--- src/rtl/core/tzs_pkg.sv ---
// Types and constants of the tariff zone selector
`default_nettype none

package tzs_pkg;

  // Time constants
  localparam logic [15:0] MINS_PER_DAY = 16'd1440;

  // Field widths
  localparam int TIME_W   = 32;
  localparam int MINUTE_W = 11;
  localparam int START_W  = 16;
  localparam int SLOT_W   = 4;
  localparam int ZONE_W   = 3;

  // Intermediate widths: t/60, t/60 in 32-minute blocks, whole days
  localparam int MINS_W  = 27;
  localparam int BLOCK_W = 22;
  localparam int DAYS_W  = 17;

  // Reciprocals for exact division by 60 (shift 37) and by 45 (shift 28)
  localparam logic [31:0] RECIP_60   = 32'h8888_8889;
  localparam logic [31:0] RECIP_45   = 32'd5965233;
  // A day is 45 blocks of 32 minutes
  localparam logic [5:0]  DAY_BLOCKS = 6'd45;

  // Register indexes on the configuration port
  localparam logic [1:0] REG_ZONE_COUNT = 2'd0;
  localparam logic [1:0] REG_STARTS_LO  = 2'd1;
  localparam logic [1:0] REG_STARTS_HI  = 2'd2;
  localparam logic [1:0] REG_ZONE_MAP   = 2'd3;

  // Operation of the shared multiplier unit
  typedef enum logic [2:0] {
    DIV_IDLE,
    DIV_LOAD,
    DIV_MIN,
    DIV_DAY,
    DIV_REM
  } tzs_div_op_t;

  // Sequencer states
  typedef enum logic [2:0] {
    ST_IDLE,
    ST_MIN,
    ST_DAY,
    ST_REM,
    ST_SCAN,
    ST_FINISH
  } tzs_state_t;

  // Result of one window test
  typedef struct packed {
    logic                 match;
    logic [START_W-1:0]   early_hi;
  } tzs_win_t;

endpackage

`default_nettype wire

--- src/rtl/core/tzs_minute_unit.sv ---
// Shared multiplier unit: seconds to minute of day by reciprocal products
`default_nettype none

module tzs_minute_unit import tzs_pkg::*; (
  input  wire logic                clk,
  input  wire tzs_div_op_t         op,
  input  wire logic [TIME_W-1:0]   din,
  output logic      [MINUTE_W-1:0] minute
);

  logic [TIME_W-1:0]   time_r;
  logic [MINS_W-1:0]   mins_r;
  logic [DAYS_W-1:0]   days_r;
  logic [MINUTE_W-1:0] minute_r;

  logic [31:0]         mul_a;
  logic [31:0]         mul_b;
  logic [63:0]         product;
  logic [BLOCK_W-1:0]  blocks;
  logic [BLOCK_W-1:0]  day_blocks;
  logic [BLOCK_W-1:0]  block_rem;

  // One multiplier: t * recip(60), then (minutes / 32) * recip(45)
  always_comb begin
    blocks     = mins_r[MINS_W-1:5];
    mul_a      = (op == DIV_DAY) ? {10'd0, blocks} : time_r;
    mul_b      = (op == DIV_DAY) ? RECIP_45 : RECIP_60;
    product    = 64'(mul_a) * 64'(mul_b);
    day_blocks = {5'd0, days_r} * {16'd0, DAY_BLOCKS};
    block_rem  = blocks - day_blocks;
  end

  // Minute of day = (blocks mod 45) * 32 + low five bits of t / 60
  always_ff @(posedge clk) begin
    case (op)
      DIV_LOAD: begin
        time_r <= din;
      end
      DIV_MIN: begin
        mins_r <= product[63:37];
      end
      DIV_DAY: begin
        days_r <= product[44:28];
      end
      DIV_REM: begin
        minute_r <= {block_rem[5:0], mins_r[4:0]};
      end
      default: begin
      end
    endcase
  end

  assign minute = minute_r;

endmodule

`default_nettype wire

--- src/rtl/core/tzs_window_cmp.sv ---
// Tests one start-minute window, with wrap at midnight
`default_nettype none

module tzs_window_cmp import tzs_pkg::*; (
  input  wire logic [MINUTE_W-1:0] minute,
  input  wire logic [START_W-1:0]  start_a,
  input  wire logic [START_W-1:0]  start_b,
  input  wire logic [START_W-1:0]  early_hi_in,
  output tzs_win_t                 win
);

  logic [START_W-1:0] m16;
  logic               wrap;
  logic [START_W-1:0] hi;

  // A window ending below its start runs to midnight; its early part is kept
  always_comb begin
    m16          = {5'd0, minute};
    wrap         = (start_b < start_a);
    hi           = wrap ? MINS_PER_DAY : start_b;
    win.early_hi = wrap ? start_b : early_hi_in;
    win.match    = ((m16 >= start_a) && (m16 < hi)) || (m16 < win.early_hi);
  end

endmodule

`default_nettype wire

--- src/rtl/core/tariff_zone_selector_unit.sv ---
// Tariff zone selector top level: config registers, sequencer, output stage
//
//   channel | direction | handshake          | payload
//   in      | request   | in_valid/in_stall  | in_time_seconds
//   out     | result    | out_valid/out_stall| out_zone, out_slot, out_zone_changed
//   cfg     | APB write | psel/penable/pready| 64-bit registers at 8*i
//
// An item passes through these steps from accept to result: the t/60 and day
// reciprocal products on the shared multiplier, the day remainder, a scan of
// the slots one by one up to the matched slot (one to eight), and the load of
// the output register. in_stall is high until that load; the next request is
// taken in the cycle after it. A stalled result holds the load back.
// Synchronous reset: zone count 1, tables and current zone 0, no result held.
`default_nettype none

module tariff_zone_selector_unit import tzs_pkg::*; #(
  parameter int MAX_ZONES = 8
) (
  input  wire logic              clk,
  input  wire logic              rst_n,
  input  wire logic              in_valid,
  output logic                   in_stall,
  input  wire logic [TIME_W-1:0] in_time_seconds,
  output logic                   out_valid,
  input  wire logic              out_stall,
  output logic [ZONE_W-1:0]      out_zone,
  output logic [SLOT_W-1:0]      out_slot,
  output logic                   out_zone_changed,
  input  wire logic              cfg_psel,
  input  wire logic              cfg_penable,
  input  wire logic              cfg_pwrite,
  input  wire logic [4:0]        cfg_paddr,
  input  wire logic [63:0]       cfg_pwdata,
  output logic [63:0]            cfg_prdata,
  output logic                   cfg_pready
);

  localparam logic [7:0]        MaxZones8 = 8'(MAX_ZONES);
  localparam logic [SLOT_W-1:0] MaxZones4 = SLOT_W'(MAX_ZONES);

  // Configuration registers
  logic [7:0]  zone_count_r;
  logic [63:0] starts_lo_r;
  logic [63:0] starts_hi_r;
  logic [63:0] zone_map_r;

  // Sequencer and datapath state
  tzs_state_t          state_r, state_nxt;
  logic [SLOT_W-1:0]   slot_r, slot_nxt;
  logic [START_W-1:0]  early_hi_r, early_hi_nxt;
  logic [ZONE_W-1:0]   current_zone_r;

  // Output register
  logic                out_valid_r;
  logic [ZONE_W-1:0]   out_zone_r;
  logic [SLOT_W-1:0]   out_slot_r;
  logic                out_changed_r;

  tzs_div_op_t         div_op;
  logic [MINUTE_W-1:0] minute;
  tzs_win_t            win;

  logic                cfg_wr;
  logic [1:0]          cfg_idx;
  logic                in_acc;
  logic                out_load;
  logic [SLOT_W-1:0]   count_clamp;
  logic [SLOT_W-1:0]   count_eff;
  logic [127:0]        starts_all;
  logic [2:0]          a_idx;
  logic [2:0]          b_idx;
  logic [START_W-1:0]  start_a;
  logic [START_W-1:0]  start_b;
  logic [2:0]          map_idx;
  logic [7:0]          raw_byte;
  logic [ZONE_W-1:0]   zone_new;

  // Configuration port
  assign cfg_pready = 1'b1;
  assign cfg_idx    = cfg_paddr[4:3];
  assign cfg_wr     = cfg_psel && cfg_penable && cfg_pwrite;

  always_ff @(posedge clk) begin
    if (!rst_n) begin
      zone_count_r <= 8'd1;
      starts_lo_r  <= '0;
      starts_hi_r  <= '0;
      zone_map_r   <= '0;
    end else if (cfg_wr) begin
      case (cfg_idx)
        REG_ZONE_COUNT: zone_count_r <= cfg_pwdata[7:0];
        REG_STARTS_LO:  starts_lo_r  <= cfg_pwdata;
        REG_STARTS_HI:  starts_hi_r  <= cfg_pwdata;
        REG_ZONE_MAP:   zone_map_r   <= cfg_pwdata;
        default: begin
        end
      endcase
    end
  end

  always_comb begin
    case (cfg_idx)
      REG_ZONE_COUNT: cfg_prdata = {56'd0, zone_count_r};
      REG_STARTS_LO:  cfg_prdata = starts_lo_r;
      REG_STARTS_HI:  cfg_prdata = starts_hi_r;
      REG_ZONE_MAP:   cfg_prdata = zone_map_r;
      default:        cfg_prdata = '0;
    endcase
  end

  // Clamped zone count, at least one slot
  assign count_clamp = (zone_count_r > MaxZones8) ? MaxZones4 : zone_count_r[SLOT_W-1:0];
  assign count_eff   = (count_clamp == '0) ? SLOT_W'(1) : count_clamp;

  // Window bounds for the slot under test
  assign starts_all = {starts_hi_r, starts_lo_r};
  assign a_idx      = 3'(slot_r - SLOT_W'(1));
  assign b_idx      = slot_r[2:0];
  assign start_a    = starts_all[a_idx*START_W +: START_W];
  assign start_b    = starts_all[b_idx*START_W +: START_W];

  // Zone lookup for the chosen slot
  assign map_idx  = 3'(slot_r - SLOT_W'(1));
  assign raw_byte = zone_map_r[map_idx*8 +: 8];
  assign zone_new = raw_byte[ZONE_W-1:0] - ZONE_W'(1);

  tzs_minute_unit u_minute (
    .clk    (clk),
    .op     (div_op),
    .din    (in_time_seconds),
    .minute (minute)
  );

  tzs_window_cmp u_window (
    .minute      (minute),
    .start_a     (start_a),
    .start_b     (start_b),
    .early_hi_in (early_hi_r),
    .win         (win)
  );

  assign in_stall = (state_r != ST_IDLE);
  assign in_acc   = in_valid && !in_stall;
  assign out_load = (state_r == ST_FINISH) && (!out_valid_r || !out_stall);

  // Sequencer next state and unit control
  always_comb begin
    state_nxt    = state_r;
    slot_nxt     = slot_r;
    early_hi_nxt = early_hi_r;
    div_op       = DIV_IDLE;
    case (state_r)
      ST_IDLE: begin
        if (in_acc) begin
          div_op    = DIV_LOAD;
          state_nxt = ST_MIN;
        end
      end
      ST_MIN: begin
        div_op    = DIV_MIN;
        state_nxt = ST_DAY;
      end
      ST_DAY: begin
        div_op    = DIV_DAY;
        state_nxt = ST_REM;
      end
      ST_REM: begin
        div_op       = DIV_REM;
        slot_nxt     = SLOT_W'(1);
        early_hi_nxt = '0;
        state_nxt    = ST_SCAN;
      end
      ST_SCAN: begin
        // Slot count reached or window hit: slot_r is the answer
        if (slot_r >= count_eff || win.match) begin
          state_nxt = ST_FINISH;
        end else begin
          early_hi_nxt = win.early_hi;
          slot_nxt     = slot_r + SLOT_W'(1);
        end
      end
      ST_FINISH: begin
        if (out_load) begin
          state_nxt = ST_IDLE;
        end
      end
      default: begin
        state_nxt = ST_IDLE;
      end
    endcase
  end

  always_ff @(posedge clk) begin
    if (!rst_n) begin
      state_r <= ST_IDLE;
    end else begin
      state_r <= state_nxt;
    end
  end

  always_ff @(posedge clk) begin
    slot_r     <= slot_nxt;
    early_hi_r <= early_hi_nxt;
  end

  // Current zone tracks the last delivered result
  always_ff @(posedge clk) begin
    if (!rst_n) begin
      current_zone_r <= '0;
    end else if (out_load) begin
      current_zone_r <= zone_new;
    end
  end

  // Output register
  always_ff @(posedge clk) begin
    if (!rst_n) begin
      out_valid_r <= 1'b0;
    end else if (out_load) begin
      out_valid_r <= 1'b1;
    end else if (!out_stall) begin
      out_valid_r <= 1'b0;
    end
  end

  always_ff @(posedge clk) begin
    if (out_load) begin
      out_zone_r    <= zone_new;
      out_slot_r    <= slot_r;
      out_changed_r <= (zone_new != current_zone_r);
    end
  end

  assign out_valid        = out_valid_r;
  assign out_zone         = out_zone_r;
  assign out_slot         = out_slot_r;
  assign out_zone_changed = out_changed_r;

endmodule

`default_nettype wire

--- config.mk ---
export PLATFORM = sky130hd
export DESIGN_NAME = tariff_zone_selector_unit
export DESIGN_NICKNAME = d
export VERILOG_FILES = /design/src/rtl/core/tzs_pkg.sv /design/src/rtl/core/tzs_minute_unit.sv /design/src/rtl/core/tzs_window_cmp.sv /design/src/rtl/core/tariff_zone_selector_unit.sv
export SDC_FILE = /design/constraint.sdc
export NUM_CORES = 2
export LEC_CHECK = 0
export BUFFER_PORTS_ARGS = -buffer_cell sky130_fd_sc_hd__buf_2
export CAP_MARGIN = 30
export CORE_AREA = 4 4 241 243
export CTS_CLUSTER_DIAMETER = 50
export DETAILED_ROUTE_END_ITERATION = 16
export DIE_AREA = 0 0 245 247
export MAX_ROUTING_LAYER = met4
export PLACE_DENSITY = 0.78
export SLEW_MARGIN = 30
export SYNTH_ARGS = -nofsm -noshare
export SYNTH_HDL_FRONTEND = slang
export SYNTH_SLANG_ARGS = --single-unit
--- constraint.sdc ---
create_clock -name clk -period 12.7 [get_ports clk]
set_input_delay 0.635 -clock clk [delete_from_list [all_inputs] [get_ports clk]]
set_output_delay 0.635 -clock clk [all_outputs]
set_load 0.005 [all_outputs]
==> metrics.yaml <==
outcome: "completed"
postSynth.asyncResetShare_pct: 0
clk_pin_slew_worst_paths_ns: 0.05
whs_ns: 0.209
r2r_slack_ns: 3.33
post_drt_wl_per_cell_um: 21.6
yosys_warnings: 0
slew_headroom_pct: 38.3
r2r_end: "u_minute.mins_r[26]"
routed_wl_um: 94700
die_area_um2: 60500
avgSynthCellArea_um2: 9.97
synth-edff-count: 104
grt_start_max_net_pins: 112
grt_pass1_vias: 25700
holdCritPathClass: "in2reg"
fmax_mhz: 107
ios: 183
rows: 87
grt_pass1_wl_um: 147000
start_util_pct: 59.7
final_common_cell: "inv_1"
setup_violations: 0
rsz0062_at_grt: "false"
first_pass_iters: 5
multiInputGateArea_um2: 23800
rr_worst_depth: 28
netlist_instances: 3349
viasPerCell: 5.77
cts_buffers: 44
worstPathArrival_ns: 9.73
postPlaceCellArea_um2: 35300
routabilityCongestion: 1.03
path_class: "reg2reg"
finalCritPeriodShare_pct: 73.8
ys_types: 73
post_cts_buffers: 0
core-area_um2: 56000
grt-ovfl-total: 0
drc: 0
htree_levels: 2
fillCellCount: 4431
final_cell_area_um2: 37000
die_y_um: 247
critPathMaxFanout: 47
ys_seq_area_share_pct: 21.8
final_nets: 4526
ff_latch_area_um2: 7270
r2r_start: "state_r[1]"
area_growth_syn_to_layout_pct: 10.6
crit_top_cell: "fa_1"
drive_above_1_share_pct: 12.6
vias: 25200
tightest_slew_ns: 0.926
crit_required_ns: 13.06
setup_tns_ns: 0
crit_path_end: "u_minute.mins_r[26]"
fin_crit_ns: 9.37
clock_latency_ns: 0.62
numPortBuffers: 178
final_cell_mix: "inv_1, nand2_1, ha_1"
crit_start: "state_r[1]"
clock_path_buffers: 3
worstSetupStartpointType: "flop"
cts-resized-gates: 0
ant_nets: 0
hpwlAfterDp_um: 75000
die-width_um: 245
cts_tree: "yes"
root_buffer: "clkbuf_16"
cts.sinks: 311
cts_hold_buf: 0
critical_path.slowest_cell: "or3b_2"
antenna_found_initial: 14
crit_path_end_kind: "flop"
post-route-util_pct: 66.0
drt-initial-drc-count: 2178
hold_viol: 0
max_stage_delay_ns: 0.80
ys.flop_type: "dfxtp_1"
track_usage_pct: 32.7
fin_skew_ns: 0.0555
slew_viol_final: 0
timing.max_cap.violations: 0
ys_seq_elements: 311
netlist_area_um2: 33400
==> final cells by class <==
type,count,area share (%)
diodes,16,0.108
clock buffers,57,3.36
clock inverters,23,0.853
inverters,618,6.29
multi-input cells,2395,64.3
flip-flops and latches,311,19.7
well taps,756,2.56
repair buffers,197,2.86
==> registers in the layout, summed over array words and instances, names as in the netlist, 8 cells and up <==
name             cells
starts_hi_r         64
starts_lo_r         64
zone_map_r          64
u_minute.time_r     32
u_minute.mins_r     27
early_hi_r          16
u_minute.minute     11
zone_count_r         8
==> worst max-delay path: cells and delay by family (launching register included) <==
kind                       cells  cell delay [ns]
adders and majority gates      9             4.05
AOI/OAI and AO/OA              8             1.91
and+or+nand+nor                5             1.90
buffers and inverters          6             0.81
DFF                            1             0.43
==> kinds of logic after synthesis <==
kind of cell    Yosys count  share of synthesized area [%]
other cells               2                         0.0225
xor+xnor                 66                           1.73
mux                     197                           9.10
fa+ha+maj               851                           41.3
simple gates            737                           9.32
flops                   311                           21.8
buf+inv                 744                           8.44
compound gates          441                           8.34
==> worst min path at each step <==
stage | start | endpoint | slack, ns | cells past startpoint
finish | in_time_seconds[31] | u_minute.time_r[31] | 0.21 | 1
global route | in_time_seconds[28] | u_minute.time_r[28] | 0.19 | 1
CTS | in_time_seconds[29] | u_minute.time_r[29] | 0.18 | 1
detailed placement | u_minute.mins_r[3] | u_minute.minute[3] | 0.41 | 0
global placement | u_minute.mins_r[1] | u_minute.minute[1] | 0.40 | 0
floorplan | u_minute.mins_r[0] | u_minute.minute[0] | 0.40 | 0
==> stage by stage <==
| stage | instances | setup slack, ns |
|---|---|---|
| global route | 4370 | 2.98 |
| global placement | 4276 | 3.46 |
| CTS | 4356 | 3.42 |
| finish | 4373 | 3.33 |
| floorplan | 3450 | 4.28 |
| detailed placement | 4276 | 3.36 |
==> synthesized netlist by cell type (13+ instances only) <==
library cell,count,share of area (%)
a21o_1,42,0.94
a21oi_1,244,3.7
a22o_1,56,1.5
and2_1,28,0.52
and3_1,21,0.39
clkbuf_1,103,1.2
dfxtp_1,207,12
edfxtp_1,104,9.3
fa_1,419,25
ha_1,432,16
inv_1,617,6.9
mux2_2,74,2.5
mux2i_1,45,1.3
mux4_2,78,5.3
nand2_1,521,5.9
nand2b_1,21,0.39
nand3_1,13,0.19
nor2_1,82,0.92
o21ai_0,27,0.40
xnor2_1,44,1.2
xor2_1,22,0.58
==> metal layers <==
metal / part of all wire [%] / global-route usage (%) / vias to the layer above
li1: - / - / 11300
met1: 38 / 41.1 / 12400
met2: 47 / 52.1 / 1279
met3: 9.6 / 6.64 / 255
met4: 4.9 / 14.1 / 0
met5: 0 / - / -
Power is left out: the tool's default activity adds up to more than one toggle a clock period on the data nets, which glitch-free logic cannot reach.
